## src/rtl/mandelbrot_escape_time_pixel_macros.svh

```systemverilog
// ----------------------------------------------------------------------------
// Mandelbrot escape-time pixel: assertion macros
// Concurrent assertion forms for the block's controller.
// ----------------------------------------------------------------------------
`ifndef MANDELBROT_ESCAPE_TIME_PIXEL_MACROS_SVH
`define MANDELBROT_ESCAPE_TIME_PIXEL_MACROS_SVH

// same-cycle implication
`define MBET_ASSERT_NOW(lbl, clk, rst, ante, cons) \
   lbl: assert property (@(posedge clk) disable iff (rst) (ante) |-> (cons)) \
      else $error("mbet assertion failed");

// next-cycle implication
`define MBET_ASSERT_NEXT(lbl, clk, rst, ante, cons) \
   lbl: assert property (@(posedge clk) disable iff (rst) (ante) |=> (cons)) \
      else $error("mbet assertion failed");

`endif

```

## src/rtl/mbet_pkg.sv

```systemverilog
// ----------------------------------------------------------------------------
// Mandelbrot escape-time pixel: package
// Fixed-point format, register indexes and controller/datapath interface.
// ----------------------------------------------------------------------------
package mbet_pkg;

   localparam int COORD_W   = 32;
   localparam int ROW_W     = 10;
   localparam int STEP_W    = 28;
   localparam int COUNT_W   = 8;
   localparam int PROD_W    = 2 * COORD_W;
   localparam int FRAC_BITS = 28;
   localparam int CSR_IDX_W = 2;

   localparam logic signed [PROD_W-1:0] FOUR = PROD_W'(64'sd1 <<< (FRAC_BITS + 2));

   localparam logic [CSR_IDX_W-1:0] CSR_X_MIN = 2'd0;
   localparam logic [CSR_IDX_W-1:0] CSR_Y_MIN = 2'd1;
   localparam logic [CSR_IDX_W-1:0] CSR_STEP  = 2'd2;

   typedef struct packed {
      logic load_c;
      logic init_z;
      logic mul_z;
      logic upd_z;
   } dp_cmd_type;

   typedef struct packed {
      logic escape;
   } dp_status_type;

endpackage

```

## src/rtl/mbet_ctrl.sv

```systemverilog
// ----------------------------------------------------------------------------
// Mandelbrot escape-time pixel: controller
// Sequences coordinate setup and iteration steps, and keeps the count.
// ----------------------------------------------------------------------------
`include "mandelbrot_escape_time_pixel_macros.svh"

module mbet_ctrl
   import mbet_pkg::*;
#(
   parameter int ITERATIONS = 256,
   localparam int CNT_W = $clog2(ITERATIONS + 1)
)
(
   input  logic             clock,
   input  logic             reset,
   input  logic             req_valid,
   output logic             req_stall,
   input  logic             out_free,
   output logic             out_load,
   output logic [CNT_W-1:0] count,
   output dp_cmd_type       cmd,
   input  dp_status_type    status
);

   typedef enum logic [2:0] {
      ST_IDLE,
      ST_COORD,
      ST_MUL,
      ST_UPD,
      ST_DONE
   } state_type;

   state_type        state_ff, state_in;
   logic [CNT_W-1:0] cnt_ff, cnt_in;

   always_comb begin
      state_in = state_ff;
      cnt_in   = cnt_ff;
      unique case (state_ff)
         ST_IDLE: begin
            if (req_valid) begin
               state_in = ST_COORD;
               cnt_in   = CNT_W'(ITERATIONS);
            end
         end
         ST_COORD: state_in = ST_MUL;
         ST_MUL:   state_in = ST_UPD;
         ST_UPD: begin
            cnt_in = cnt_ff - CNT_W'(1);
            if (cnt_ff == CNT_W'(1) || status.escape) begin
               state_in = ST_DONE;
            end else begin
               state_in = ST_MUL;
            end
         end
         ST_DONE: begin
            if (out_free) begin
               state_in = ST_IDLE;
            end
         end
         default: state_in = ST_IDLE;
      endcase
   end

   always_ff @(posedge clock) begin
      if (reset) begin
         state_ff <= ST_IDLE;
         cnt_ff   <= '0;
      end else begin
         state_ff <= state_in;
         cnt_ff   <= cnt_in;
      end
   end

   assign req_stall   = (state_ff != ST_IDLE);
   assign cmd.load_c  = (state_ff == ST_IDLE) && req_valid;
   assign cmd.init_z  = (state_ff == ST_COORD);
   assign cmd.mul_z   = (state_ff == ST_MUL);
   assign cmd.upd_z   = (state_ff == ST_UPD);
   assign out_load    = (state_ff == ST_DONE) && out_free;
   assign count       = cnt_ff;

   `MBET_ASSERT_NOW(a_load_free, clock, reset, out_load, out_free)
   `MBET_ASSERT_NOW(a_cnt_live, clock, reset, (state_ff == ST_MUL || state_ff == ST_UPD), cnt_ff != '0)
   `MBET_ASSERT_NOW(a_done_cnt, clock, reset, out_load, cnt_ff < CNT_W'(ITERATIONS))
   `MBET_ASSERT_NEXT(a_accept_busy, clock, reset, req_valid && !req_stall, req_stall && cnt_ff == CNT_W'(ITERATIONS))

endmodule

```

## config.mk

```make
export PLATFORM = sky130hd
export DESIGN_NAME = mbet_ctrl
export DESIGN_NICKNAME = d
export VERILOG_FILES = /design/src/rtl/mbet_pkg.sv /design/src/rtl/mbet_ctrl.sv
export VERILOG_INCLUDE_DIRS = /design/src /design/src/rtl
export SDC_FILE = /design/constraint.sdc
export NUM_CORES = 1
export LEC_CHECK = 0
export ABC_AREA = 1
export BUFFER_PORTS_ARGS = -buffer_cell sky130_fd_sc_hd__buf_2
export CELL_PAD_IN_SITES_DETAIL_PLACEMENT = 1
export CELL_PAD_IN_SITES_GLOBAL_PLACEMENT = 2
export CORE_ASPECT_RATIO = 0.75
export CORE_MARGIN = 2
export CORE_UTILIZATION = 23
export CTS_CLUSTER_DIAMETER = 30
export CTS_CLUSTER_SIZE = 30
export DETAILED_ROUTE_END_ITERATION = 16
export GPL_TIMING_DRIVEN = 0
export PLACE_DENSITY = 0.73
export SLEW_MARGIN = 20
export SYNTH_ARGS = -nofsm -noshare
export SYNTH_HDL_FRONTEND = slang
export SYNTH_SLANG_ARGS = --single-unit
```

## constraint.sdc

```tcl
create_clock -name clock -period 1.17 [get_ports clock]
set_clock_uncertainty 0.2 [all_clocks]
set_input_delay 0.0585 -clock clock [delete_from_list [all_inputs] [get_ports clock]]
set_output_delay 0.0585 -clock clock [all_outputs]
set_load 0.02 [all_outputs]
```

==> impl_metrics.yaml, run 1 <==
status:
  status: "finished, violations left"
  violations: "negative setup slack"
cells_and_area:
  fillers: 368
  fin_area_um2: 1160
  finalNetCount: 153
  fin_util_pct: 39.8
  area_delta_synth_final_pct: 65.4
  drive_gt1_share_pct: 48.3
  layout.cells.non_filler: 183
  antenna_cells: 0
setup_path:
  crit_type: "register to primary output"
  path_buf_inv: 2
  critPathTopFamily: "flip-flops"
  reg2reg_slack_ns: -0.20
  cp-endpoint: "out_load"
  critical_path_required_ns: 0.91
  crit_chain: "nor2_1, inv_1, nor3_2, buf_2"
  crit_path_max_fanout: 4
  worstPathArrival_ns: 1.15
  worst_setup_path_start_kind: "register"
  slowest_delay_ns: 0.37
  r2r-end: "count[1]"
  r2r_start: "state_ff[0]"
  crit_start: "state_ff[0]"
  end_kind: "primary output"
  slowest_stage: "dfxtp_4"
  cp.depth: 4
  reg2regPathDepth: 7
yosys:
  synth_top_cell_by_area: "dfxtp_1"
  yosysWarnings: 0
  synth_enable_flop_cells: 0
  synth.area.top_cells: "dfxtp_1 34%, nand2_1 12%, nor2_1 12%"
  synth-seq-cells: 12
  syn_nets: 117
  synthTopCellsByCount: "22 x nand2_1, 22 x nor2_1, 21 x inv_1"
  synth.distinct_cells: 18
  syn_area_um2: 701
  synthCells: 110
  syn_avg_cell_area_um2: 6.37
  synth.top_cell.area_share_pct: 34.3
  async_flop_share_pct: 0
  synth_flop_cell: "dfxtp_1"
  yosysSeqAreaShare_pct: 34.3
cts:
  clkSinkCount: 12
  clkTransAtPathRegs_ns: 0.06
  cts_made_buffers: 3
  clock_path_buffers: 2
  insertion_delay_ns: 0.25
  clock-root-buffer: "clkbuf_8"
  htreeDepth: 1
  cts_tree: "yes"
pwr:
  power_mw: 1.35
  seqPwrFrac_pct: 35.7
  power_switching_uw: 479
  p_leak_nw: 0.562
  pwr-share-clk_pct: 29.9
  p_comb_share_pct: 34.4
  p_per_area_nw_per_um2: 1170
  ir_drop_v: 0.000432
  switching_share_pct: 35.5
  internal-power_uw: 871
floorplanning:
  fp.dieW_um: 67.7
  ios: 20
  start_util_pct: 24.0
  die_y_um: 51.8
  dieArea_um2: 3510
  core_region_area_um2: 2910
  rows: 17
grt:
  gr-total-overflow: 0
  grt_pass1_vias: 838
  antenna_found_initial: 0
  track_usage_pct: 15.2
  grt_first_pass_wirelength_mm: 3.86
  grt_max_degree: 11
placed_design:
  place_congestion: 0.721
  place_area_um2: 878
  portBuffers: 19
  place_inst: 167
  dp_hpwl_mm: 1.60
  dp_slack_ns: -0.387
detailed_routing:
  drcViolationCount: 0
  avgViaCountPerCell: 4.48
  drt-initial-drc-count: 18
  routedWlPerCell_um: 12.7
  vias: 819
  drt_pass1_iterations: 4
  ant_nets: 0
  finalWirelength_mm: 2.32
sta:
  maxSlewViolCount: 0
  finalSetupViolCount: 18
  post-route-period-util_pct: 120
  hold_viol_final: 0
  worstMarginPinSlew_ns: 0.319
  finalWorstSetupSlack_ns: -0.237
  grt_setup_unrepaired: "true"
  slew_headroom_pct: 78.6
  tns_ns: -2.75
  final.min_clock_period_ns: 1.41
  timing.hold.ws_ns: 0.0383
  fmax_ghz: 0.711
job:
  drv_cap: 0
hold_path:
  hp-class: "input port to register"
worst reg2reg max path: cells and delay by family (launching register included):
kind / cells / cell delay (ns)
DFF: 1 / 0.39
and+or+nand+nor: 4 / 0.36
buffers and inverters: 2 / 0.17
AOI/OAI and AO/OA: 1 / 0.15
kinds of logic after synthesis:
kind of cell             synth area share (%)
adder cells (fa/ha/maj)                  3.57
AO/OA/AOI/OAI                            13.2
AND/OR/NAND/NOR                          37.1
buffers and inverters                    11.8
flip-flops                               34.3
area by class of cell:
| cell class | instances | area, um2 | share of cell area, % |
|---|---|---|---|
| Multi-Input combinational cell | 77 | 477 | 41.1 |
| Tap cell | 38 | 47.5 | 4.10 |
| Inverter | 22 | 87.6 | 7.56 |
| Timing Repair Buffer | 30 | 239 | 20.6 |
| Clock inverter | 1 | 3.75 | 0.324 |
| Clock buffer | 3 | 41.3 | 3.56 |
| Sequential cell | 12 | 263 | 22.7 |
how the worst min path moves through the flow:
| stage | from | cells after the start | to |
|---|---|---|---|
| after CTS | req_valid | 4 | count[3] |
| after global placement | reset | 2 | state_ff[2] |
| after detailed placement | reset | 2 | state_ff[2] |
| after global routing | req_valid | 4 | count[0] |
| after floorplan | reset | 1 | state_ff[2] |
| final | req_valid | 4 | count[3] |
placed cells by master, fill, tap and decap left out, types with 2 or more instances in the layout:
cell,netlist,layout
dfxtp_4,0,5
clkbuf_8,0,3
o21ai_0,6,2
nor3_1,3,2
inv_4,0,2
a21oi_2,1,6
o21ai_2,1,2
clkinv_1,1,2
o21ai_1,0,3
dlygate4sd3_1,0,4
nor2_4,2,3
inv_2,0,4
nor2_1,22,19
buf_6,0,7
dfxtp_2,0,3
dfxtp_1,12,4
nand2_1,22,16
buf_4,0,4
nand2_2,1,5
nand2_4,1,3
nand3_1,6,6
nor2_2,0,3
buf_2,0,14
inv_1,21,15
timing repair:
action,CTS,global route
setup endpoints to repair,18,19
cloned,1,0
pin swaps,4,3
setup buffers,4,3
resized for setup,19,28
hold endpoints to repair,3,0
hold buffers,4,0
power groups by stage:
stage | combinational (mW) | clock, mW | sequential, mW
4_1_cts | 0.396 | 0.425 | 0.479
3_3_place_gp | 0.316 | 0 | 0.481
5_1_grt | 0.514 | 0.439 | 0.488
6_report | 0.465 | 0.403 | 0.482
3_5_place_dp | 0.324 | 0 | 0.484
2_1_floorplan | 0.206 | 0 | 0.498
sequential cells by signal (all words and copies together), names as in the netlist:
signal,cells
count,9
state_ff,3
routing by layer:
metal  wire length [um]  part of all wire, %  GRT usage, %  up-vias
met5                  0                    0             0        -
met4                 25                  1.1          4.08        0
met3                 49                  2.1          3.90        4
met2               1100                   48          25.2        9
met1               1140                   49          19.5      396
li1                   -                    -             -      410
No activity file was read; power rests on OpenSTA's default activity.
==> inputs of run 2 (changes only) <==
--- a/config.mk
+++ b/config.mk
@@ -16,9 +16,9 @@
 export CTS_CLUSTER_DIAMETER = 30
 export CTS_CLUSTER_SIZE = 30
 export DETAILED_ROUTE_END_ITERATION = 16
-export GPL_TIMING_DRIVEN = 0
 export PLACE_DENSITY = 0.73
 export SLEW_MARGIN = 20
 export SYNTH_ARGS = -nofsm -noshare
 export SYNTH_HDL_FRONTEND = slang
 export SYNTH_SLANG_ARGS = --single-unit
+export TNS_END_PERCENT = 20
==> run 2 against run 1 <==
Register-to-register slack got worse by 0.05 ns. Largest cell class unchanged. Flip-flop and latch count did not move. Routed wire length rose by 3.0%. Critical path depth rose by 1. Critical endpoint unchanged. The run still ends with negative setup slack left. Via count rose by 3.1%. Highest routed layer unchanged. Final area rose by 0.32%.
==> impl_metrics.yaml, run 2 (synthesized netlist as in run 1, its figures left out) <==
cts:
  cts_made_buffers: 3
  clkTransAtPathRegs_ns: 0.05
  clkSinkCount: 12
  insertion_delay_ns: 0.25
  htreeDepth: 1
  cts_tree: "yes"
  clock-root-buffer: "clkbuf_8"
  clock_path_buffers: 2
detailed_routing:
  avgViaCountPerCell: 4.26
  routedWlPerCell_um: 12.0
  drcViolationCount: 0
  finalWirelength_mm: 2.39
  vias: 844
  ant_nets: 0
  drt-initial-drc-count: 3
  drt_pass1_iterations: 2
placed_design:
  place_congestion: 0.781
  dp_hpwl_mm: 1.66
  portBuffers: 19
floorplanning:
  rows: 17
  fp.dieW_um: 67.7
  ios: 20
  die_y_um: 51.8
  start_util_pct: 24.0
  dieArea_um2: 3510
  core_region_area_um2: 2910
grt:
  gr-total-overflow: 0
  grt_first_pass_wirelength_mm: 4.02
  grt_max_degree: 11
  antenna_found_initial: 0
  grt_pass1_vias: 855
  track_usage_pct: 16.3
sta:
  final.min_clock_period_ns: 1.45
  fmax_ghz: 0.690
  post-route-period-util_pct: 124
  worstMarginPinSlew_ns: 0.317
  hold_viol_final: 0
  maxSlewViolCount: 0
  timing.hold.ws_ns: 0.0849
  grt_setup_unrepaired: "true"
  finalSetupViolCount: 18
  slew_headroom_pct: 78.7
  finalWorstSetupSlack_ns: -0.278
setup_path:
  worstPathArrival_ns: 1.19
  end_kind: "primary output"
  crit_path_max_fanout: 3
  crit_type: "register to primary output"
  worst_setup_path_start_kind: "register"
  critical_path_required_ns: 0.91
status:
  violations: "negative setup slack"
  status: "finished, violations left"
cells_and_area:
  final_cell_mix: "27 x buf_4, 21 x nand2_1, 19 x nor2_1"
  largest_register_ffs: 9
  finalNetCount: 169
  antenna_cells: 0
  area_delta_synth_final_pct: 65.9
  mostFrequentLayoutCell: "buf_4"
  drive_gt1_share_pct: 43.8
job:
  drv_cap: 0
pwr:
  power_mw: 1.34
  p_leak_nw: 0.613
  p_per_area_nw_per_um2: 1150
  ir_drop_v: 0.000537
hold_path:
  hp-class: "input port to register"
-- run 2: changes by cell type in the layout (fill, tap and decap cells not counted), moves of 2 or more --
cell,previous run,this run
buf_4,4,27
buf_6,7,2
nand2_1,16,21
a21oi_1,1,5
a21oi_2,6,2
dfxtp_4,5,1
dfxtp_2,3,6
inv_1,15,18
nand2_2,5,2
inv_4,2,0
nand2_4,3,1
-- run 2: power by group --
part | total [mW] | switching (mW) | internal [mW] | leakage [nW]
Sequential | 0.474 | 0.0329 | 0.442 | 0.101
Combinational | 0.468 | 0.254 | 0.213 | 0.490
Clock | 0.395 | 0.167 | 0.228 | 0.0216
-- run 2: final timing paths --
kind,start,endpoint,slack (ns),cells after the start
min reg2reg,count[0],count[0],0.27,1
max,state_ff[0],out_load,-0.28,5
max reg2reg,state_ff[0],count[1],-0.25,7
min,reset,count[1],0.08,3
-- run 2: per-stage QoR --
stage	instances	utilization, %	instance area (um2)	setup WS (ns)	setup TNS [ns]
after CTS	198	39.7	1160	-0.252	-2.82
after global placement	185	33.7	983	-0.233	-1.76
after global routing	198	39.9	1160	-0.370	-4.57
after floorplan	110	-	706	-0.204	-1.41
final	198	39.9	1160	-0.278	-2.98
after detailed placement	185	33.7	983	-0.261	-2.07
-- run 2: routing by layer --
metal	GRT usage (%)	wire [um]	vias to the layer above
li1	-	-	438
met1	20.1	1130	388
met2	26.1	1130	12
met3	5.41	76	6
met4	6.12	42	0
met5	0	0	-
-- run 2: critical path, cell delays in order, from the launching register on --
cell	delay, ns
dfxtp_4	0.36
buf_6	0.12
nor2_4	0.09
inv_2	0.05
nor3_2	0.15
buf_4	0.16
-- run 2: cell type report --
| class | instances | area, um2 |
|---|---|---|
| clock buffer | 3 | 41.3 |
| fill | 377 | 1750 |
| inverter | 22 | 82.6 |
| multi-input combinational | 76 | 404 |
| sequential | 12 | 251 |
| tap | 38 | 47.5 |
| timing repair buffer | 47 | 335 |
-- run 2: what timing repair did --
action                     4_1_cts  5_1_grt
buffers inserted                 6        0
hold buffers                     4        0
setup endpoints to repair       20       18
pin swaps                        5        0
hold endpoints to repair         4        0
gates cloned                     0        0
gates resized for setup         23        2
==> inputs of run 3 (changes only) <==
--- a/config.mk
+++ b/config.mk
@@ -6,13 +6,13 @@
 export SDC_FILE = /design/constraint.sdc
 export NUM_CORES = 1
 export LEC_CHECK = 0
-export ABC_AREA = 1
+export ABC_AREA = 0
 export BUFFER_PORTS_ARGS = -buffer_cell sky130_fd_sc_hd__buf_2
 export CELL_PAD_IN_SITES_DETAIL_PLACEMENT = 1
 export CELL_PAD_IN_SITES_GLOBAL_PLACEMENT = 2
 export CORE_ASPECT_RATIO = 0.75
 export CORE_MARGIN = 2
-export CORE_UTILIZATION = 23
+export CORE_UTILIZATION = 25
 export CTS_CLUSTER_DIAMETER = 30
 export CTS_CLUSTER_SIZE = 30
 export DETAILED_ROUTE_END_ITERATION = 16
==> run 3 against run 2 <==
The run still ends with negative setup slack left. Hold slack worse by 0.068 ns. Die area down 14%. Cell count down 18%. Sequential power down 4.4%. Critical path depth down 1. Core utilization up 19 points. Largest cell class unchanged. Largest power group unchanged.
==> impl_metrics.yaml, run 3 <==
detailed_routing:
  finalWirelength_mm: 3.16
  drt_pass1_iterations: 4
  drcViolationCount: 0
  ant_nets: 0
  drt-initial-drc-count: 26
  avgViaCountPerCell: 5.28
  routedWlPerCell_um: 19.4
  vias: 860
status:
  violations: "negative setup slack"
  status: "finished, violations left"
sta:
  worstMarginPinSlew_ns: 0.380
  slew_headroom_pct: 74.3
  grt_setup_unrepaired: "true"
  tns_ns: -7.70
  maxSlewViolCount: 0
  finalWorstSetupSlack_ns: -0.596
  hold_viol_final: 0
  finalSetupViolCount: 19
  post-route-period-util_pct: 151
  final.min_clock_period_ns: 1.77
  fmax_ghz: 0.566
pwr:
  p_per_area_nw_per_um2: 892
  p_leak_nw: 0.587
  ir_drop_v: 0.000557
  power_mw: 1.24
yosys:
  synth_top_cell_by_area: "dfxtp_1"
  async_flop_share_pct: 0
  synthCells: 75
  syn_area_um2: 648
  synth.area.top_cells: "dfxtp_1 37%, a21oi_1 5.4%, o311ai_0 4.1%"
  synth_most_common_cell: "dfxtp_1"
  yosysSeqAreaShare_pct: 37.1
  yosysWarnings: 0
  synth.top_cell.area_share_pct: 37.1
  syn_avg_cell_area_um2: 8.64
  synth.distinct_cells: 31
  synthTopCellsByCount: "12 x dfxtp_1, 7 x a21oi_1, 6 x nor2_1"
  synth_flop_cell: "dfxtp_1"
  synth_enable_flop_cells: 0
  syn_nets: 82
  synth-seq-cells: 12
setup_path:
  critPathTopFamily: "simple AND/OR/NAND/NOR gates"
  cp-endpoint: "cmd[3]"
  worstPathArrival_ns: 1.51
  crit_chain: "or4b_4, inv_2, buf_6, buf_6"
  slowest_delay_ns: 0.55
  critPathMostFrequentCell: "buf_6"
  r2r-end: "count[7]"
  reg2regPathDepth: 5
  crit_path_max_fanout: 3
  r2r_start: "state_ff[0]"
  slowest_stage: "or4b_4"
  crit_start: "state_ff[0]"
  reg2reg_slack_ns: -0.56
  critical_path_required_ns: 0.91
  crit_type: "register to primary output"
  path_buf_inv: 3
  end_kind: "primary output"
  cp.depth: 4
  worst_setup_path_start_kind: "register"
hold_path:
  hp-class: "input port to register"
cells_and_area:
  multi_input_area_um2: 541
  antenna_cells: 0
  seq_area_um2: 270
  drive_gt1_share_pct: 74.4
  final_cell_mix: "22 x buf_6, 22 x buf_4, 7 x buf_2"
  layout.cells.non_filler: 163
  area_delta_synth_final_pct: 115
  fillers: 262
  finalNetCount: 137
  largest_register_ffs: 9
floorplanning:
  fp.dieW_um: 62.8
  die_y_um: 48.1
  core_region_area_um2: 2380
  start_util_pct: 27.2
  rows: 15
  dieArea_um2: 3020
  ios: 20
cts:
  cts_made_buffers: 3
  cts_tree: "yes"
  insertion_delay_ns: 0.30
  clkTransAtPathRegs_ns: 0.09
  clock_path_buffers: 2
  htreeDepth: 1
  clkSinkCount: 12
  clock-root-buffer: "clkbuf_4"
grt:
  grt_first_pass_wirelength_mm: 4.30
  track_usage_pct: 19.9
  antenna_found_initial: 0
  grt_pass1_vias: 860
  gr-total-overflow: 0
  grt_max_degree: 9
placed_design:
  place_inst: 150
  portBuffers: 19
  dp_hpwl_mm: 1.71
  place_congestion: 0.713
job:
  drv_cap: 0
## run 3: cell types whose count changed in the layout (fill, tap and decap cells not counted), moves of 3 or more
cell and change:
inv_1 -18, dfxtp_4 +5, o21ai_1 -3, clkbuf_4 +3, buf_6 +20, nand2_1 -20, o21ai_0 -3, nor2_1 -15
buf_4 -5, dfxtp_1 -5, or4_4 +3, nor4_4 +3, nand3_1 -3, buf_2 -7
## run 3: metrics by stage
stage / util (%) / worst slack, ns / cell area (um2) / hold WS (ns)
finish: 58.4 / -0.596 / 1390 / 0.0168
global route: 58.4 / -0.630 / 1390 / 0.0183
CTS: 50.2 / -0.539 / 1200 / -0.00990
detailed placement: 41.0 / -0.543 / 977 / 0.150
global placement: 41.0 / -0.511 / 977 / 0.145
floorplan: - / -0.549 / 659 / 0.0154
## run 3: worst min-delay path by stage
| stage | end | slack [ns] | start | depth (start not counted) |
|---|---|---|---|---|
| floorplan | state_ff[1] | 0.02 | reset | 2 |
| global placement | state_ff[0] | 0.15 | req_valid | 3 |
| detailed placement | count[6] | 0.15 | reset | 2 |
| CTS | state_ff[2] | -0.01 | out_free | 5 |
| global route | state_ff[2] | 0.02 | out_free | 5 |
| finish | state_ff[2] | 0.02 | out_free | 5 |
## run 3: logic make-up after synthesis
kind of cell               synth area share, %
and+or+nand+nor                           34.7
DFF                                       37.1
buffers and inverters                     5.79
AOI/OAI and AO/OA                         16.8
muxes                                     1.74
adders and majority gates                 3.86
## run 3: final cells by class
| type | count | area share, % |
|---|---|---|
| Multi-Input combinational cell | 54 | 38.8 |
| Timing Repair Buffer | 55 | 35.0 |
| Sequential cell | 12 | 19.4 |
| Tap cell | 34 | 3.05 |
| Clock buffer | 4 | 2.61 |
| Inverter | 4 | 1.08 |
## run 3: metal layers
layer | vias to the layer above | GRT usage [%] | part of all wire [%]
li1 | 394 | - | -
met1 | 422 | 22.6 | 44
met2 | 31 | 38.3 | 46
met3 | 13 | 5.54 | 5.5
met4 | 0 | 6.22 | 4.3
met5 | - | 0 | 0
## run 3: worst register-to-register path: stages (launching register included)
cell,delay [ns]
dfxtp_4,0.38
buf_6,0.10
nand3b_1,0.17
buf_6,0.18
nor4_4,0.27
mux2_4,0.33
## run 3: timing repair
item                                    4_1_cts  5_1_grt
hold buffers                                  4        0
hold endpoints to repair                      7        0
pin swaps                                     8       10
endpoints found under the setup margin       23       26
buffers inserted                              3        3
resized for setup                            37       47
## run 3: power by group
group | leakage [nW] | internal, mW | total (mW) | switching [mW]
logic | 0.461 | 0.218 | 0.420 | 0.203
registers | 0.105 | 0.424 | 0.453 | 0.0287
clock network | 0.0210 | 0.190 | 0.369 | 0.179
